File: src/hdl/crc8lr_pkg.sv
// crc8lr_pkg: shared types, codes and helper functions for the CRC-8 framed line receiver.
// Used by crc8lr_line_fsm and crc8_framed_line_receiver; depends on nothing.
`default_nettype none

package crc8lr_pkg;

    localparam int unsigned MAX_LINE = 1024;
    // line byte count must hold MAX_LINE itself; payload count never reaches it
    localparam int unsigned LEN_W    = $clog2(MAX_LINE + 1);
    localparam int unsigned CNT_W    = $clog2(MAX_LINE);
    localparam int unsigned PLEN_W   = 10;

    localparam logic [7:0] CRC_POLY  = 8'h07;
    localparam logic [7:0] CRC_MSB   = 8'h80;
    localparam logic [7:0] CRC_INIT  = 8'h00;

    localparam logic [7:0] CH_LF     = 8'h0A;
    localparam logic [7:0] CH_STAR   = 8'h2A;
    localparam logic [7:0] CH_DOLLAR = 8'h24;

    typedef logic [2:0] t_status;
    localparam t_status ST_OK       = 3'd0;
    localparam t_status ST_MISMATCH = 3'd1;
    localparam t_status ST_NO_START = 3'd2;
    localparam t_status ST_NO_STAR  = 3'd3;
    localparam t_status ST_EMPTY    = 3'd4;

    typedef enum logic [2:0] {
        PH_LEADING = 3'b001,
        PH_PAYLOAD = 3'b010,
        PH_NOMARK  = 3'b100
    } t_line_phase;

    typedef enum logic [2:0] {
        HX_SKIP   = 3'b001,
        HX_GATHER = 3'b010,
        HX_DONE   = 3'b100
    } t_hex_phase;

    typedef struct packed {
        t_status           status;
        logic [7:0]        computed_crc;
        logic [7:0]        received_crc;
        logic [PLEN_W-1:0] payload_length;
    } t_result;

    function automatic logic is_space(input logic [7:0] b);
        return (b == 8'h20) || (b inside {[8'h09:8'h0D]});
    endfunction

    // {valid, nibble}
    function automatic logic [4:0] hex_digit(input logic [7:0] b);
        logic [4:0] r;
        r = 5'd0;
        if (b inside {["0":"9"]}) begin
            r = {1'b1, 4'(b - 8'h30)};
        end else if (b inside {["a":"f"]}) begin
            r = {1'b1, 4'(b - 8'h57)};
        end else if (b inside {["A":"F"]}) begin
            r = {1'b1, 4'(b - 8'h37)};
        end
        return r;
    endfunction

    function automatic logic [7:0] crc8_byte(input logic [7:0] crc, input logic [7:0] b);
        logic [7:0] c;
        c = crc ^ b;
        for (int i = 0; i < 8; i++) begin
            if ((c & CRC_MSB) != 8'h00) begin
                c = (c << 1) ^ CRC_POLY;
            end else begin
                c = c << 1;
            end
        end
        return c;
    endfunction

endpackage

`default_nettype wire

File: src/hdl/crc8lr_line_fsm.sv
// crc8lr_line_fsm: per-line parse state, running CRC-8, hex gathering and result forming.
// Depends on crc8lr_pkg.
`default_nettype none

module crc8lr_line_fsm
    import crc8lr_pkg::*;
(
    input  wire logic       i_clk,
    input  wire logic       i_rst_n,
    input  wire logic       i_fire,
    input  wire logic [7:0] i_byte,
    output t_result         o_res
);

    t_line_phase      r_line_phase, n_line_phase;
    t_hex_phase       r_hex_phase,  n_hex_phase;
    logic [LEN_W-1:0] r_line_len,   n_line_len;
    logic [CNT_W-1:0] r_pay_cnt,    n_pay_cnt;
    logic [CNT_W-1:0] r_len_at_star, n_len_at_star;
    logic [7:0]       r_crc,        n_crc;
    logic [7:0]       r_crc_at_star, n_crc_at_star;
    logic [7:0]       r_hex_acc,    n_hex_acc;
    logic             r_star_seen,  n_star_seen;

    logic             w_space;
    logic [4:0]       w_hex;

    assign w_space = is_space(i_byte);
    assign w_hex   = hex_digit(i_byte);

    always_comb begin
        n_line_phase  = r_line_phase;
        n_hex_phase   = r_hex_phase;
        n_line_len    = r_line_len;
        n_pay_cnt     = r_pay_cnt;
        n_len_at_star = r_len_at_star;
        n_crc         = r_crc;
        n_crc_at_star = r_crc_at_star;
        n_hex_acc     = r_hex_acc;
        n_star_seen   = r_star_seen;

        if (i_fire) begin
            if ((i_byte == CH_LF) || (r_line_len >= LEN_W'(MAX_LINE))) begin
                // end of line, or overlong line dropped: back to a fresh line
                n_line_phase  = PH_LEADING;
                n_hex_phase   = HX_SKIP;
                n_line_len    = '0;
                n_pay_cnt     = '0;
                n_len_at_star = '0;
                n_crc         = CRC_INIT;
                n_crc_at_star = CRC_INIT;
                n_hex_acc     = 8'h00;
                n_star_seen   = 1'b0;
            end else begin
                n_line_len = r_line_len + LEN_W'(1);
                case (r_line_phase)
                    PH_LEADING: begin
                        if (!w_space) begin
                            if (i_byte == CH_DOLLAR) begin
                                n_line_phase = PH_PAYLOAD;
                                n_crc        = CRC_INIT;
                                n_pay_cnt    = '0;
                            end else begin
                                n_line_phase = PH_NOMARK;
                            end
                        end
                    end
                    PH_PAYLOAD: begin
                        if (i_byte == CH_STAR) begin
                            n_crc_at_star = r_crc;
                            n_len_at_star = r_pay_cnt;
                            n_star_seen   = 1'b1;
                            n_hex_acc     = 8'h00;
                            n_hex_phase   = HX_SKIP;
                        end else if (r_star_seen) begin
                            if ((r_hex_phase == HX_SKIP) && w_space) begin
                                n_hex_phase = r_hex_phase;
                            end else if ((r_hex_phase != HX_DONE) && w_hex[4]) begin
                                n_hex_phase = HX_GATHER;
                                n_hex_acc   = {r_hex_acc[3:0], w_hex[3:0]};
                            end else begin
                                n_hex_phase = HX_DONE;
                            end
                        end
                        n_crc     = crc8_byte(r_crc, i_byte);
                        n_pay_cnt = r_pay_cnt + CNT_W'(1);
                    end
                    default: begin
                        n_line_phase = r_line_phase;
                    end
                endcase
            end
        end
    end

    always_comb begin
        o_res = '0;
        case (r_line_phase)
            PH_LEADING: o_res.status = ST_EMPTY;
            PH_NOMARK:  o_res.status = ST_NO_START;
            default: begin
                if (!r_star_seen) begin
                    o_res.status = ST_NO_STAR;
                end else begin
                    o_res.computed_crc   = r_crc_at_star;
                    o_res.received_crc   = r_hex_acc;
                    o_res.payload_length = PLEN_W'(r_len_at_star);
                    o_res.status = (r_crc_at_star == r_hex_acc) ? ST_OK : ST_MISMATCH;
                end
            end
        endcase
    end

    always_ff @(posedge i_clk) begin
        if (!i_rst_n) begin
            r_line_phase  <= PH_LEADING;
            r_hex_phase   <= HX_SKIP;
            r_line_len    <= '0;
            r_pay_cnt     <= '0;
            r_len_at_star <= '0;
            r_crc         <= CRC_INIT;
            r_crc_at_star <= CRC_INIT;
            r_hex_acc     <= 8'h00;
            r_star_seen   <= 1'b0;
        end else begin
            r_line_phase  <= n_line_phase;
            r_hex_phase   <= n_hex_phase;
            r_line_len    <= n_line_len;
            r_pay_cnt     <= n_pay_cnt;
            r_len_at_star <= n_len_at_star;
            r_crc         <= n_crc;
            r_crc_at_star <= n_crc_at_star;
            r_hex_acc     <= n_hex_acc;
            r_star_seen   <= n_star_seen;
        end
    end

`ifndef NO_ASSERTIONS
    a_snap_clear: assert property (@(posedge i_clk) disable iff (!i_rst_n)
        !r_star_seen |-> (r_crc_at_star == CRC_INIT) && (r_len_at_star == '0))
        else $error("star snapshot set without a star");

    a_snap_order: assert property (@(posedge i_clk) disable iff (!i_rst_n)
        r_len_at_star <= r_pay_cnt)
        else $error("star length beyond payload count");

    a_hex_needs_star: assert property (@(posedge i_clk) disable iff (!i_rst_n)
        (r_hex_phase != HX_SKIP) |-> r_star_seen)
        else $error("hex gathering without a star");

    a_count_in_payload: assert property (@(posedge i_clk) disable iff (!i_rst_n)
        (r_line_phase != PH_PAYLOAD) |-> (r_pay_cnt == '0) && !r_star_seen)
        else $error("payload state outside payload phase");
`endif

endmodule

`default_nettype wire

File: src/hdl/crc8_framed_line_receiver.sv
// Channel  | direction | handshake             | word
// ---------+-----------+-----------------------+------------------------------------------
// in       | input     | i_in_valid/o_in_stall | i_rx_byte
// out      | output    | o_out_valid/i_out_stall| o_line_status, o_computed_crc,
//          |           |                       | o_received_crc, o_payload_length
//
// One word per cycle unless a newline word waits on a full result register:
// input register, the line parser and CRC-8, and for a newline the result register.
// Synchronous active-low reset clears the line state and the valid flags of both stages.
// Out stall holds the result register; only a newline word waits behind a full result
// register, other words keep flowing.
// Top level of the CRC-8 framed line receiver. Depends on crc8lr_pkg, crc8lr_line_fsm.
`default_nettype none

module crc8_framed_line_receiver
    import crc8lr_pkg::*;
(
    input  wire logic              i_clk,
    input  wire logic              i_rst_n,
    input  wire logic              i_in_valid,
    output logic                   o_in_stall,
    input  wire logic [7:0]        i_rx_byte,
    output logic                   o_out_valid,
    input  wire logic              i_out_stall,
    output logic [2:0]             o_line_status,
    output logic [7:0]             o_computed_crc,
    output logic [7:0]             o_received_crc,
    output logic [PLEN_W-1:0]      o_payload_length
);

    logic       r_in_vld;
    logic [7:0] r_in_byte;
    logic       r_out_vld;
    t_result    r_out;

    logic       w_is_nl;
    logic       w_out_free;
    logic       w_fire;
    logic       w_accept;
    t_result    w_res;

    assign w_is_nl    = (r_in_byte == CH_LF);
    assign w_out_free = !r_out_vld || !i_out_stall;
    assign w_fire     = r_in_vld && (!w_is_nl || w_out_free);
    assign o_in_stall = r_in_vld && !w_fire;
    assign w_accept   = i_in_valid && !o_in_stall;

    crc8lr_line_fsm u_fsm (
        .i_clk   (i_clk),
        .i_rst_n (i_rst_n),
        .i_fire  (w_fire),
        .i_byte  (r_in_byte),
        .o_res   (w_res)
    );

    always_ff @(posedge i_clk) begin
        if (!i_rst_n) begin
            r_in_vld <= 1'b0;
        end else if (w_accept) begin
            r_in_vld <= 1'b1;
        end else if (w_fire) begin
            r_in_vld <= 1'b0;
        end
    end

    always_ff @(posedge i_clk) begin
        if (w_accept) begin
            r_in_byte <= i_rx_byte;
        end
    end

    always_ff @(posedge i_clk) begin
        if (!i_rst_n) begin
            r_out_vld <= 1'b0;
        end else if (w_fire && w_is_nl) begin
            r_out_vld <= 1'b1;
        end else if (!i_out_stall) begin
            r_out_vld <= 1'b0;
        end
    end

    always_ff @(posedge i_clk) begin
        if (w_fire && w_is_nl) begin
            r_out <= w_res;
        end
    end

    assign o_out_valid      = r_out_vld;
    assign o_line_status    = r_out.status;
    assign o_computed_crc   = r_out.computed_crc;
    assign o_received_crc   = r_out.received_crc;
    assign o_payload_length = r_out.payload_length;

endmodule

`default_nettype wire
File: config.mk
export PLATFORM = sky130hd
export DESIGN_NAME = crc8_framed_line_receiver
export DESIGN_NICKNAME = d
export VERILOG_FILES = /design/src/hdl/crc8lr_pkg.sv /design/src/hdl/crc8lr_line_fsm.sv /design/src/hdl/crc8_framed_line_receiver.sv
export SDC_FILE = /design/constraint.sdc
export NUM_CORES = 1
export LEC_CHECK = 0
export BUFFER_PORTS_ARGS = -buffer_cell sky130_fd_sc_hd__buf_4
export CAP_MARGIN = 5
export CELL_PAD_IN_SITES_DETAIL_PLACEMENT = 1
export CELL_PAD_IN_SITES_GLOBAL_PLACEMENT = 2
export CORE_ASPECT_RATIO = 1.2
export CORE_MARGIN = 2
export CORE_UTILIZATION = 44
export CTS_BUF_LIST = sky130_fd_sc_hd__clkbuf_8
export CTS_CLUSTER_DIAMETER = 100
export DETAILED_ROUTE_END_ITERATION = 7
export GPL_TIMING_DRIVEN = 0
export PLACE_DENSITY = 0.94
export SYNTH_ARGS = -nofsm -noshare
export SYNTH_HDL_FRONTEND = slang
export SYNTH_SLANG_ARGS = --single-unit
File: constraint.sdc
create_clock -name i_clk -period 9.1 [get_ports i_clk]
set_input_delay 0.91 -clock i_clk [delete_from_list [all_inputs] [get_ports i_clk]]
set_output_delay 0.91 -clock i_clk [all_outputs]
set_load 0.03 [all_outputs]
; ---- Word level (Yosys, flattened, before mapping)
; Index checks and enable logic that the tools add are counted.
[totals]
reg_bits = 101
input_bits = 12
out_inout_bits = 31
[op_classes]
add_sub_neg = 5
order_cmp = 9
eq_ne = 15
muxes = 73
bitwise_logic = 10
reduce_logical = 32
[ops]
columns = op, n
row1 = $mux 8, 33
row2 = $mux 10, 6
row3 = $mux 3, 19
row4 = $eq 8x6->1 const B, 3
row5 = $not 3->3, 8
row6 = $pmux 10 s2, 1
row7 = $ge 8x7->1 const B, 2
row8 = $le 8x7->1 const B, 2
row9 = $pmux 8 s2, 1
row10 = $mux 5, 3
row11 = $add 11x1->11 const B, 1
row12 = $ge 11x11->1 const B, 1
row13 = $mux 11, 1
row14 = $add 10x1->10 const B, 1
row15 = $logic_and 1x1->1, 10
row16 = $reduce_bool 3->1, 3
row17 = $eq 8x4->1 const B, 1
row18 = $eq 8x8->1, 1
row19 = $ge 8x4->1 const B, 1
row20 = $ge 8x6->1 const B, 1
row21 = $le 8x4->1 const B, 1
row22 = $le 8x6->1 const B, 1
row23 = $mux 1, 8
row24 = $reduce_and 4->1, 2
row25 = other kinds (18), 33

; ---- Logic depth before layout (Yosys ltp)
; Gate-level depths: netlist of run 1.
[logic_depth]
depth_word = 40
ltp_mapped = 10
depth_no_buf = 8

; ---- By module
; A second synthesis of run 1 with hierarchy kept.
[hier_totals]
hier_cells = 411
area_unflattened_um2 = 4470.5
[modules_own_cells]
columns = module, instances, cells_each, area_per_inst_um2, seq_area_each_um2
row1 = crc8lr_line_fsm, 1, 357, 3208.1, 1241.2
row2 = crc8_framed_line_receiver, 1, 54, 1262.5, 1151.1

; ---- Worst setup path before layout of run 1
; Ideal clock, no wire load.
[synth_timing]
kind = input -> register
startpoint = input i_out_stall
endpoint = register r_out (netlist bit o_computed_crc[0]) (enable)
arrival_ps = 3465
required_time_ps = 8649
path_slack_ps = 5183
stages = 4
n_path_buf = 0
cell_sequence = nand2_1 -> nor3_4 -> or2b_2 -> nor3_1
[synth_via]
elab_chain_cells = 5
[synth_lines]
columns = item, line_no
row1 = start: declaration, crc8_framed_line_receiver.sv:24  ; input wire logic i_out_stall,
row2 = $logic_not 1->1, --
row3 = $logic_or 1x1->1, crc8_framed_line_receiver.sv:43  ; assign w_out_free = !r_out_vld || !i_out_stall;
row4 = $logic_or 1x1->1, crc8_framed_line_receiver.sv:44  ; assign w_fire = r_in_vld && (!w_is_nl || w_out_free);
row5 = $logic_and 1x1->1, crc8_framed_line_receiver.sv:44
row6 = $logic_and 1x1->1, crc8_framed_line_receiver.sv:83  ; if (w_fire && w_is_nl) begin
row7 = end signal: assignment, crc8_framed_line_receiver.sv:84  ; r_out <= w_res;
row8 = end: declaration, crc8_framed_line_receiver.sv:34  ; t_result r_out;
; Every way passes these cells.
; A chain may end at the register's enable or synchronous reset.

; ---- Final worst setup path of run 1
[layout_timing]
startpoint = register r_in_byte[0]
endpoint = output o_in_stall
[layout_via]
elab_chain_cells = 6
[layout_lines]
columns = item, line_no
row1 = start: declaration, crc8_framed_line_receiver.sv:32  ; logic [7:0] r_in_byte;
row2 = start signal: assignment, crc8_framed_line_receiver.sv:68  ; r_in_byte <= i_rx_byte;
row3 = $eq 8x4->1, crc8_framed_line_receiver.sv:42  ; assign w_is_nl = (r_in_byte == CH_LF);
row4 = $logic_not 1->1, crc8_framed_line_receiver.sv:44
row5 = $logic_or 1x1->1, crc8_framed_line_receiver.sv:44
row6 = $logic_and 1x1->1, crc8_framed_line_receiver.sv:44
row7 = $logic_not 1->1, crc8_framed_line_receiver.sv:45  ; assign o_in_stall = r_in_vld && !w_fire;
row8 = $logic_and 1x1->1, crc8_framed_line_receiver.sv:45
row9 = end: declaration, crc8_framed_line_receiver.sv:21  ; output logic o_in_stall,
; Every way passes these cells.

==> results of run 1 <==
[worst max path at each step]
stage,depth (start not counted),from,end,slack (ns)
finish,5,r_in_byte[0]$_DFFE_PP_,o_in_stall,5.70
global route,5,r_in_byte[0]$_DFFE_PP_,o_in_stall,5.49
CTS,5,r_in_byte[0]$_DFFE_PP_,o_in_stall,5.64
detailed placement,5,r_in_byte[0]$_DFFE_PP_,o_in_stall,6.08
global placement,6,r_in_byte[0]$_DFFE_PP_,o_received_crc[1]$_SDFFCE_PP0P_,4.26
floorplan,4,i_out_stall,o_computed_crc[0]$_SDFFCE_PP0P_,5.18
[kinds of logic after synthesis]
family | count (synthesis) | share of synthesized area
muxes | 1 | 0.00249
DFF | 101 | 0.530
AOI/OAI and AO/OA | 80 | 0.136
and+or+nand+nor | 152 | 0.192
buffers and inverters | 28 | 0.0322
adders and majority gates | 7 | 0.0194
xor gates and xnor gates | 45 | 0.0873
[layout make-up]
cell class	instances	share of cell area
multi-input cells	285	0.380
clock inverters	7	0.0153
well taps	126	0.0302
inverters	10	0.00719
plain buffers	18	0.0206
repair buffers	44	0.0647
flip-flops and latches	101	0.459
clock buffers	9	0.0237
[Yosys cell counts (all sizes together) (3+ instances only)]
cell type  instances
a21oi             15
a22o              24
a22oi              5
a31oi              7
and2              27
and3               6
buf                9
clkbuf             9
dfxtp             64
edfxtp            37
ha                 7
inv                9
nand2             25
nand3             11
nand4              9
nor2              34
nor2b              3
nor3               9
nor4               6
o21ai              9
or3                7
xnor2             32
xor2              13
[cell usage in the layout (no fill, tap or decap), types with 11 or more instances in the layout]
master    synthesis  routed
buf_4             2      44
a22o_1           24      24
xnor2_1          32      32
xor2_1           13      13
dfxtp_1          64      64
nand2_1          25      25
and2_1           27      27
nand3_1          11      11
edfxtp_1         37      37
a21oi_1          14      14
nor2_1           32      32
[power by group through the flow]
| stage | Clock (uW) | Combinational (uW) | Sequential [uW] |
|---|---|---|---|
| floorplan | 0 | 45.0 | 486 |
| global placement | 0 | 58.4 | 487 |
| detailed placement | 0 | 61.1 | 487 |
| CTS | 306 | 61.4 | 477 |
| global route | 322 | 67.7 | 478 |
| finish | 297 | 61.0 | 477 |
[state kept, by name, indices dropped and copies added (netlist names)]
register and cells:
o_computed_crc 8, u_fsm.r_star_seen 1, o_payload_length 10, r_in_vld 1, u_fsm.r_len_at_star 10, o_line_status 3
u_fsm.r_hex_phase 3, u_fsm.r_line_phase 3, u_fsm.r_hex_acc 8, u_fsm.r_pay_cnt 10, r_in_byte 8, o_received_crc 8
o_out_valid 1, u_fsm.r_crc_at_star 8, u_fsm.r_crc 8, u_fsm.r_line_len 11
[routing by layer]
layer / vias up / share of wire
met5: - / 0
met2: 79 / 0.51
met3: 21 / 0.035
li1: 1599 / -
met1: 1565 / 0.43
met4: 0 / 0.026
[worst max-delay path, stage by stage, from the launching register on]
cell,delay [ns]
edfxtp_1,0.54
inv_1,0.17
ha_1,0.25
nand4bb_2,0.31
nor4_1,0.57
buf_4,0.26
[metrics by stage]
stage,hold WS (ns),std cells
floorplan,0.440,414
global placement,0.454,582
detailed placement,0.467,584
CTS,0.487,600
global route,0.519,600
finish,0.490,600
==> impl_metrics.toml, run 1 <==
[synth]
synthFlopType = "dfxtp_1"
syn-cell-area_sq_um = 4510
syn_area_per_cell_sq_um = 10.9
syn_inst = 414
synthArstFlopShare = 0
yosysTopAreaCellShare = 0.284
synth_edf_count = 37
synth.area.top_cells = "dfxtp_1 (28%), edfxtp_1 (25%), xnor2_1 (6.2%), a22o_1 (4.7%), and2_1 (3.7%)"
ys_warn_count = 0
synth_fp_nets = 433
seq_area_frac_synth = 0.530
synth.largest_area_cell = "dfxtp_1"
ys_types = 65
synth_seq_cells = 101

[setup_path]
required_ns = 8.19
cp-start-kind = "flop"
path_class = "reg -> out"
reg2reg_from = "r_in_byte[0]$_DFFE_PP_"
worst_r2r_path_depth = 8
worst_ep_arrival_time_ns = 2.49
r2r_setup_slack_ns = 6.33
critPathMaxFanout = 8
setup.worst_path.end_class = "output pin"
r2r-end = "o_received_crc[2]$_SDFFCE_PP0P_"

[clocking]
cts-root-buf = "clkbuf_8"
post_cts_resized = 0
clk_pin_slew_ns = 0.10
postCtsHoldBufs = 0
clock_sinks = 101
cts_buffer_depth = 2
cts_buffers = 9
clkLatencyLatePin_ns = 0.39
post_cts_buffers = 0
cts_tree = "built"
cts.htree.levels = 3

[sta]
fin_crit_sh = 0.374
setup_violations = 0
fin_ws_ns = 5.70
relSlewSlack = 0.439
hold_viol_final = 0
finalClockSkew_ns = 0.0148
fin_crit_ns = 3.40
slew_violations = 0
rsz0062_at_grt = "no"
tns_ns = 0
tightestPinTransition_ns = 0.835
timing.fmax_mhz = 294

[power_and_ir_drop]
p_comb_frac = 0.073
power_leakage_uw = 0.00189
power.switching_uw = 207
seq_power_share = 0.571
powerDensity_nw_per_um2 = 160
netSwitchingFraction = 0.248
total_power_uw = 835
vdd_drop_max_mv = 0.0750
clkPwrFrac = 0.356
intPower_uw = 628

[finish]
multi_input_area_sq_um = 1980
nFillCells = 1104
layout-area-overhead-vs-synth_pct = 15.6
drive_gt1_frac = 0.190
antenna_cells = 0
nets = 488
fin_area_sq_um = 5220
utilization = 0.521
register_area_sq_um = 2390

[global_route]
grt_use_met2 = 0.340
antenna_found_initial = 0
busiest_layer = "met2"
grt_start_max_net_pins = 19
grt_pass1_vias = 3353
grt_overflow = 0
grt_pass1_wl_mm = 16.6
track_usage = 0.197
gr-usage-met1 = 0.235
grtUsageMet3 = 0.0341

[min_path]
min_to = "u_fsm.r_hex_phase[2]$_SDFFE_PN0P_"
hp-start = "u_fsm.r_hex_phase[2]$_SDFFE_PN0P_"
hold_depth = 2
hold_class = "reg -> reg"

[routing]
drtIter0Drc = 97
finalWirelength_mm = 10.0
num_vias = 3264
dr.pass1.iters = 4
routedWlPerCell_um = 16.7
final_antenna_net_count = 0
viasPerCell = 5.44
drc = 0

[floorplanning]
die_h_um = 115
die_area_sq_um = 11100
die_x_um = 96.5
num_rows = 40
initial_core_util = 0.451
core_area_sq_um = 10000
io_pins = 43

[place]
gp_congestion = 0.862
dpl_cell_area_sq_um = 5010
place_ws_ns = 6.08
portBuffers = 42
place_hpwl_mm = 7.66

[outcome]
status = "finished clean"

[run]
maxCapViolCount = 0
Note: power is estimated with default switching activity, not from simulation.
==> inputs of run 2 (changes only) <==
--- a/config.mk
+++ b/config.mk
@@ -11,12 +11,12 @@
 export CELL_PAD_IN_SITES_GLOBAL_PLACEMENT = 2
 export CORE_ASPECT_RATIO = 1.2
 export CORE_MARGIN = 2
-export CORE_UTILIZATION = 44
+export CORE_UTILIZATION = 40
 export CTS_BUF_LIST = sky130_fd_sc_hd__clkbuf_8
 export CTS_CLUSTER_DIAMETER = 100
 export DETAILED_ROUTE_END_ITERATION = 7
 export GPL_TIMING_DRIVEN = 0
-export PLACE_DENSITY = 0.94
+export PLACE_DENSITY = 0.87
 export SYNTH_ARGS = -nofsm -noshare
 export SYNTH_HDL_FRONTEND = slang
 export SYNTH_SLANG_ARGS = --single-unit
==> constraint.sdc (replaced) <==
create_clock -name i_clk -period 3.2 [get_ports i_clk]
set_input_delay 0.32 -clock i_clk [delete_from_list [all_inputs] [get_ports i_clk]]
set_output_delay 0.32 -clock i_clk [all_outputs]
set_load 0.03 [all_outputs]
==> run 2 against run 1 <==
Effect of this change: flip-flop and latch count did not move; count of clock-buffer cells in the layout up 3; cell count up 0.83%; sequential power grew to 2.9 times the previous value; critical endpoint is now o_computed_crc[2]$_SDFFCE_PP0P_; largest cell class unchanged; highest routed layer unchanged.
==> impl_metrics.toml, run 2 (same netlist as run 1, synthesis figures left out) <==
[finish]
nets = 487
layout.cells.non_filler = 605
utilization = 0.473
layout-area-overhead-vs-synth_pct = 15.6
final_cell_mix = "dfxtp_1 (64), buf_4 (44), edfxtp_1 (37)"
antenna_cells = 0
layout_commonest_cell = "dfxtp_1"
largest_reg_flops = 11
drive_gt1_frac = 0.188
regMostFlops = "u_fsm.r_line_len"

[routing]
routedWlPerCell_um = 15.9
drc = 0
drtIter0Drc = 56
finalWirelength_mm = 9.62
viasPerCell = 5.25
dr.pass1.iters = 4
num_vias = 3179
final_antenna_net_count = 0

[place]
place_ws_ns = 0.237
place_inst = 589
place_hpwl_mm = 7.36
portBuffers = 42
gp_congestion = 0.831

[setup_path]
required_ns = 3.28
setup.worst_path.end_class = "flop"
path_class = "reg -> reg"
worst_ep_arrival_time_ns = 3.02
cp-start-kind = "flop"
critPathMaxFanout = 15

[clocking]
cts_buffer_depth = 2
cts-root-buf = "clkbuf_8"
postCtsHoldBufs = 0
cts_buffers = 9
cts.htree.levels = 3
clock_sinks = 101
post_cts_buffers = 0
clk_pin_slew_ns = 0.10
cts_tree = "built"
post_cts_resized = 0
clkLatencyLatePin_ns = 0.37

[sta]
tightestPinTransition_ns = 0.826
setup_violations = 0
hold_viol_final = 0
tns_ns = 0
rsz0062_at_grt = "no"
timing.fmax_mhz = 340
relSlewSlack = 0.447
fin_ws_ns = 0.262
fin_crit_ns = 2.94
slew_violations = 0
hold_ws_ns = 0.120
finalClockSkew_ns = 0.00571
fin_crit_sh = 0.918

[floorplanning]
core_area_sq_um = 11000
initial_core_util = 0.409
die_area_sq_um = 12200
io_pins = 43
die_h_um = 120
num_rows = 42
die_x_um = 101

[global_route]
grt_start_max_net_pins = 17
grt_pass1_vias = 3240
antenna_found_initial = 0
grt_pass1_wl_mm = 16.0
grt_overflow = 0
track_usage = 0.170

[outcome]
status = "finished clean"

[run]
maxCapViolCount = 0

[power_and_ir_drop]
power_leakage_uw = 0.00189
vdd_drop_max_mv = 0.202
powerDensity_nw_per_um2 = 445

[min_path]
hold_class = "in -> reg"
## run 2: final timing paths
| path | start | end | slack, ns | cells past startpoint |
|---|---|---|---|---|
| worst max register to register | r_in_byte[0]$_DFFE_PP_ | o_computed_crc[2]$_SDFFCE_PP0P_ | 0.26 | 7 |
| worst max-delay path | r_in_byte[0]$_DFFE_PP_ | o_computed_crc[2]$_SDFFCE_PP0P_ | 0.26 | 7 |
| worst min-delay path | i_rx_byte[2] | r_in_byte[2]$_DFFE_PP_ | 0.12 | 1 |
| worst min register to register | u_fsm.r_len_at_star[1]$_SDFFE_PN0P_ | u_fsm.r_len_at_star[1]$_SDFFE_PN0P_ | 0.48 | 1 |
## run 2: through the flow
stage	power, uW	cell area, sq um
after floorplan	1510	4520
after global placement	1550	5000
after detailed placement	1560	5020
after CTS	2350	5220
after global routing	2420	5220
final	2320	5220
## run 2: layout make-up
| cell class | count | area, sq um |
|---|---|---|
| Sequential cell | 101 | 2390 |
| Clock buffer | 12 | 165 |
| Clock inverter | 4 | 30.0 |
| Inverter | 10 | 37.5 |
| Buffer | 18 | 108 |
| Tap cell | 132 | 165 |
| Fill cell | 1257 | 5820 |
| Multi-Input combinational cell | 285 | 1990 |
| Timing Repair Buffer | 43 | 330 |
## run 2: where the power goes
group          switching (uW)  internal [uW]
Combinational            97.6           75.1
Clock                     443            350
Sequential               17.6           1340
## run 2: per-layer routing
metal | wire, um | vias up | global-route usage
met4 | 133 | 0 | 0.0583
met1 | 4260 | 1521 | 0.203
met3 | 281 | 9 | 0.0364
met5 | 0 | - | 0
met2 | 4950 | 53 | 0.299
li1 | - | 1596 | -
## run 2: critical path: stages (launching register included)
cell,delay (ns)
edfxtp_1,0.55
inv_1,0.15
ha_1,0.28
nand4bb_2,0.28
nor3_4,0.10
or2b_2,0.38
nor3_4,0.65
buf_8,0.25
==> inputs of run 3 (changes only) <==
--- a/config.mk
+++ b/config.mk
@@ -5,13 +5,14 @@
 export SDC_FILE = /design/constraint.sdc
 export NUM_CORES = 1
 export LEC_CHECK = 0
+export ABC_AREA = 1
 export BUFFER_PORTS_ARGS = -buffer_cell sky130_fd_sc_hd__buf_4
 export CAP_MARGIN = 5
 export CELL_PAD_IN_SITES_DETAIL_PLACEMENT = 1
 export CELL_PAD_IN_SITES_GLOBAL_PLACEMENT = 2
 export CORE_ASPECT_RATIO = 1.2
 export CORE_MARGIN = 2
-export CORE_UTILIZATION = 40
+export CORE_UTILIZATION = 37
 export CTS_BUF_LIST = sky130_fd_sc_hd__clkbuf_8
 export CTS_CLUSTER_DIAMETER = 100
 export DETAILED_ROUTE_END_ITERATION = 7
==> run 3 against run 2 <==
Effect of this change: total power down 0.46%; combinational power rose by 7%; non-clock buffer count is 4 lower; hold slack lost 0.0027 ns; wire length increased by 16%; critical path depth stayed put.
==> impl_metrics.toml, run 3 <==
[synth]
yosys-top-cells-count = "nand2_1 (118), inv_1 (86), nor2_1 (69)"
synth.area.top_cells = "dfxtp_1 (26%), edfxtp_1 (23%), nand2_1 (9.1%), inv_1 (6.6%), nor2_1 (5.3%)"
yosysMostFrequentCell = "nand2_1"
synth.largest_area_cell = "dfxtp_1"
synthFlopType = "dfxtp_1"
ys_warn_count = 0
synth_edf_count = 37
seq_area_frac_synth = 0.491
yosysTopAreaCellShare = 0.263
syn_area_per_cell_sq_um = 8.35
ys_types = 41
syn-cell-area_sq_um = 4870
synthArstFlopShare = 0
syn_inst = 583
synth_fp_nets = 602
synth_seq_cells = 101

[power_and_ir_drop]
power_leakage_uw = 0.00208
powerDensity_nw_per_um2 = 415
vdd_drop_max_mv = 0.170

[global_route]
grt_start_max_net_pins = 30
grt_overflow = 0
grt_pass1_wl_mm = 18.9
antenna_found_initial = 0
grt_pass1_vias = 3892
track_usage = 0.172

[setup_path]
reg2reg_from = "r_in_byte[0]$_DFFE_PP_"
cpPeakStageDelay_ns = 0.52
crit_chain = "inv_1 -> ha_1 -> nand3_4 -> nor2_8 -> a21oi_4 -> nand2_1 -> clkinvlp_4"
cp-start-kind = "flop"
crit_slowest_cell = "edfxtp_1"
path_class = "reg -> reg"
worst_ep_arrival_time_ns = 2.65
required_ns = 3.15
setup.worst_path.end_class = "flop"
critPathMaxFanout = 29
worst_r2r_path_depth = 7
r2r_setup_slack_ns = 0.51
r2r-end = "o_received_crc[0]$_SDFFCE_PP0P_"

[sta]
rsz0062_at_grt = "no"
timing.fmax_mhz = 372
slew_violations = 0
tns_ns = 0
tightestPinTransition_ns = 0.539
fin_crit_ns = 2.69
relSlewSlack = 0.641
finalClockSkew_ns = 0.0129
fin_ws_ns = 0.508
hold_viol_final = 0
setup_violations = 0
fin_crit_sh = 0.841

[place]
place_ws_ns = 0.257
gp_congestion = 0.857
place_hpwl_mm = 8.77
portBuffers = 41

[finish]
regMostFlops = "u_fsm.r_line_len"
nFillCells = 1589
antenna_cells = 0
drive_gt1_frac = 0.147
largest_reg_flops = 11
layout_commonest_cell = "nand2_1"
final_cell_mix = "nand2_1 (118), inv_1 (86), nor2_1 (69)"
nets = 654
layout-area-overhead-vs-synth_pct = 14.3

[clocking]
postCtsHoldBufs = 0
clkLatencyLatePin_ns = 0.37
cts_buffer_depth = 2
cts_buffers = 9
cts_tree = "built"
clock_sinks = 101
cts.htree.levels = 3
clk_pin_slew_ns = 0.10
cts-root-buf = "clkbuf_8"

[floorplanning]
io_pins = 43
die_x_um = 109
num_rows = 45
core_area_sq_um = 12700
die_h_um = 130
die_area_sq_um = 14100
initial_core_util = 0.383

[routing]
routedWlPerCell_um = 13.9
drtIter0Drc = 145
num_vias = 3889
drc = 0
finalWirelength_mm = 11.2
dr.pass1.iters = 4
final_antenna_net_count = 0
viasPerCell = 4.84

[outcome]
status = "finished clean"

[min_path]
hold_class = "in -> reg"
hp-start = "i_rx_byte[3]"
min_to = "r_in_byte[3]$_DFFE_PP_"
hold_depth = 1

[run]
maxCapViolCount = 0
run 3: what timing repair did:
item / CTS / global route
endpoints found under the hold margin: 0 / 0
setup endpoints to repair: 0 / 29
gates resized for setup: 0 / 1
setup buffers: 0 / 0
run 3: logic make-up (layout without fill, tap and decap cells):
| family | Yosys count | after routing | synth area share |
|---|---|---|---|
| AND/OR/NAND/NOR | 273 | 273 | 0.262 |
| buffers and inverters | 104 | 161 | 0.0851 |
| flip-flops | 101 | 101 | 0.491 |
| AO/OA/AOI/OAI | 74 | 74 | 0.101 |
| XOR/XNOR | 24 | 24 | 0.0432 |
| adder cells (fa/ha/maj) | 7 | 7 | 0.0180 |
run 3: cell type report:
type / count / area [sq um] / share of cell area
multi-input cells: 378 / 2060 / 0.370
inverters: 88 / 334 / 0.0600
well taps: 164 / 205 / 0.0369
clock inverters: 7 / 57.6 / 0.0103
repair buffers: 41 / 308 / 0.0553
flip-flops and latches: 101 / 2390 / 0.430
plain buffers: 16 / 83.8 / 0.0151
clock buffers: 9 / 124 / 0.0223
run 3: report_power, final:
group          total, uW  leakage, uW  switching, uW  internal (uW)
Sequential          1350     0.000865           14.9           1340
Combinational        185      0.00112            122           63.1
Clock                772    0.0000935            477            294
run 3: critical path, delay by kind of cell (launching register included):
family	cells	cell delay (ns)
buffers and inverters	2	0.73
flip-flops	1	0.52
AO/OA/AOI/OAI	1	0.15
AND/OR/NAND/NOR	3	0.59
adder cells (fa/ha/maj)	1	0.27
run 3: worst max-delay path by stage:
stage | slack, ns | end | startpoint
after floorplan | 0.87 | o_computed_crc[0]$_SDFFCE_PP0P_ | r_in_byte[0]$_DFFE_PP_
after global placement | 0.34 | o_computed_crc[2]$_SDFFCE_PP0P_ | r_in_byte[0]$_DFFE_PP_
after detailed placement | 0.26 | o_computed_crc[5]$_SDFFCE_PP0P_ | r_in_byte[0]$_DFFE_PP_
after CTS | 0.23 | o_received_crc[0]$_SDFFCE_PP0P_ | r_in_byte[0]$_DFFE_PP_
after global routing | 0.25 | o_received_crc[0]$_SDFFCE_PP0P_ | r_in_byte[0]$_DFFE_PP_
final | 0.51 | o_received_crc[0]$_SDFFCE_PP0P_ | r_in_byte[0]$_DFFE_PP_
run 3: routing by layer:
layer / share of wire / vias to the layer above / wire length [um] / GRT usage
li1: - / 2007 / - / -
met1: 0.45 / 1831 / 5050 / 0.212
met2: 0.51 / 45 / 5710 / 0.306
met3: 0.028 / 6 / 319 / 0.0272
met4: 0.011 / 0 / 119 / 0.0505
met5: 0 / - / 0 / 0
run 3: stage by stage:
| step | power [uW] | instances | hold WS [ns] | cell area, sq um | utilization |
|---|---|---|---|---|---|
| detailed placement | 1570 | 788 | 0.469 | 5380 | 0.423 |
| global route | 2410 | 804 | 0.0971 | 5570 | 0.437 |
| floorplan | 1520 | 583 | 0.419 | 4870 | - |
| global placement | 1560 | 788 | 0.455 | 5380 | 0.423 |
| finish | 2310 | 804 | 0.117 | 5570 | 0.437 |
| CTS | 2340 | 804 | 0.0982 | 5560 | 0.437 |
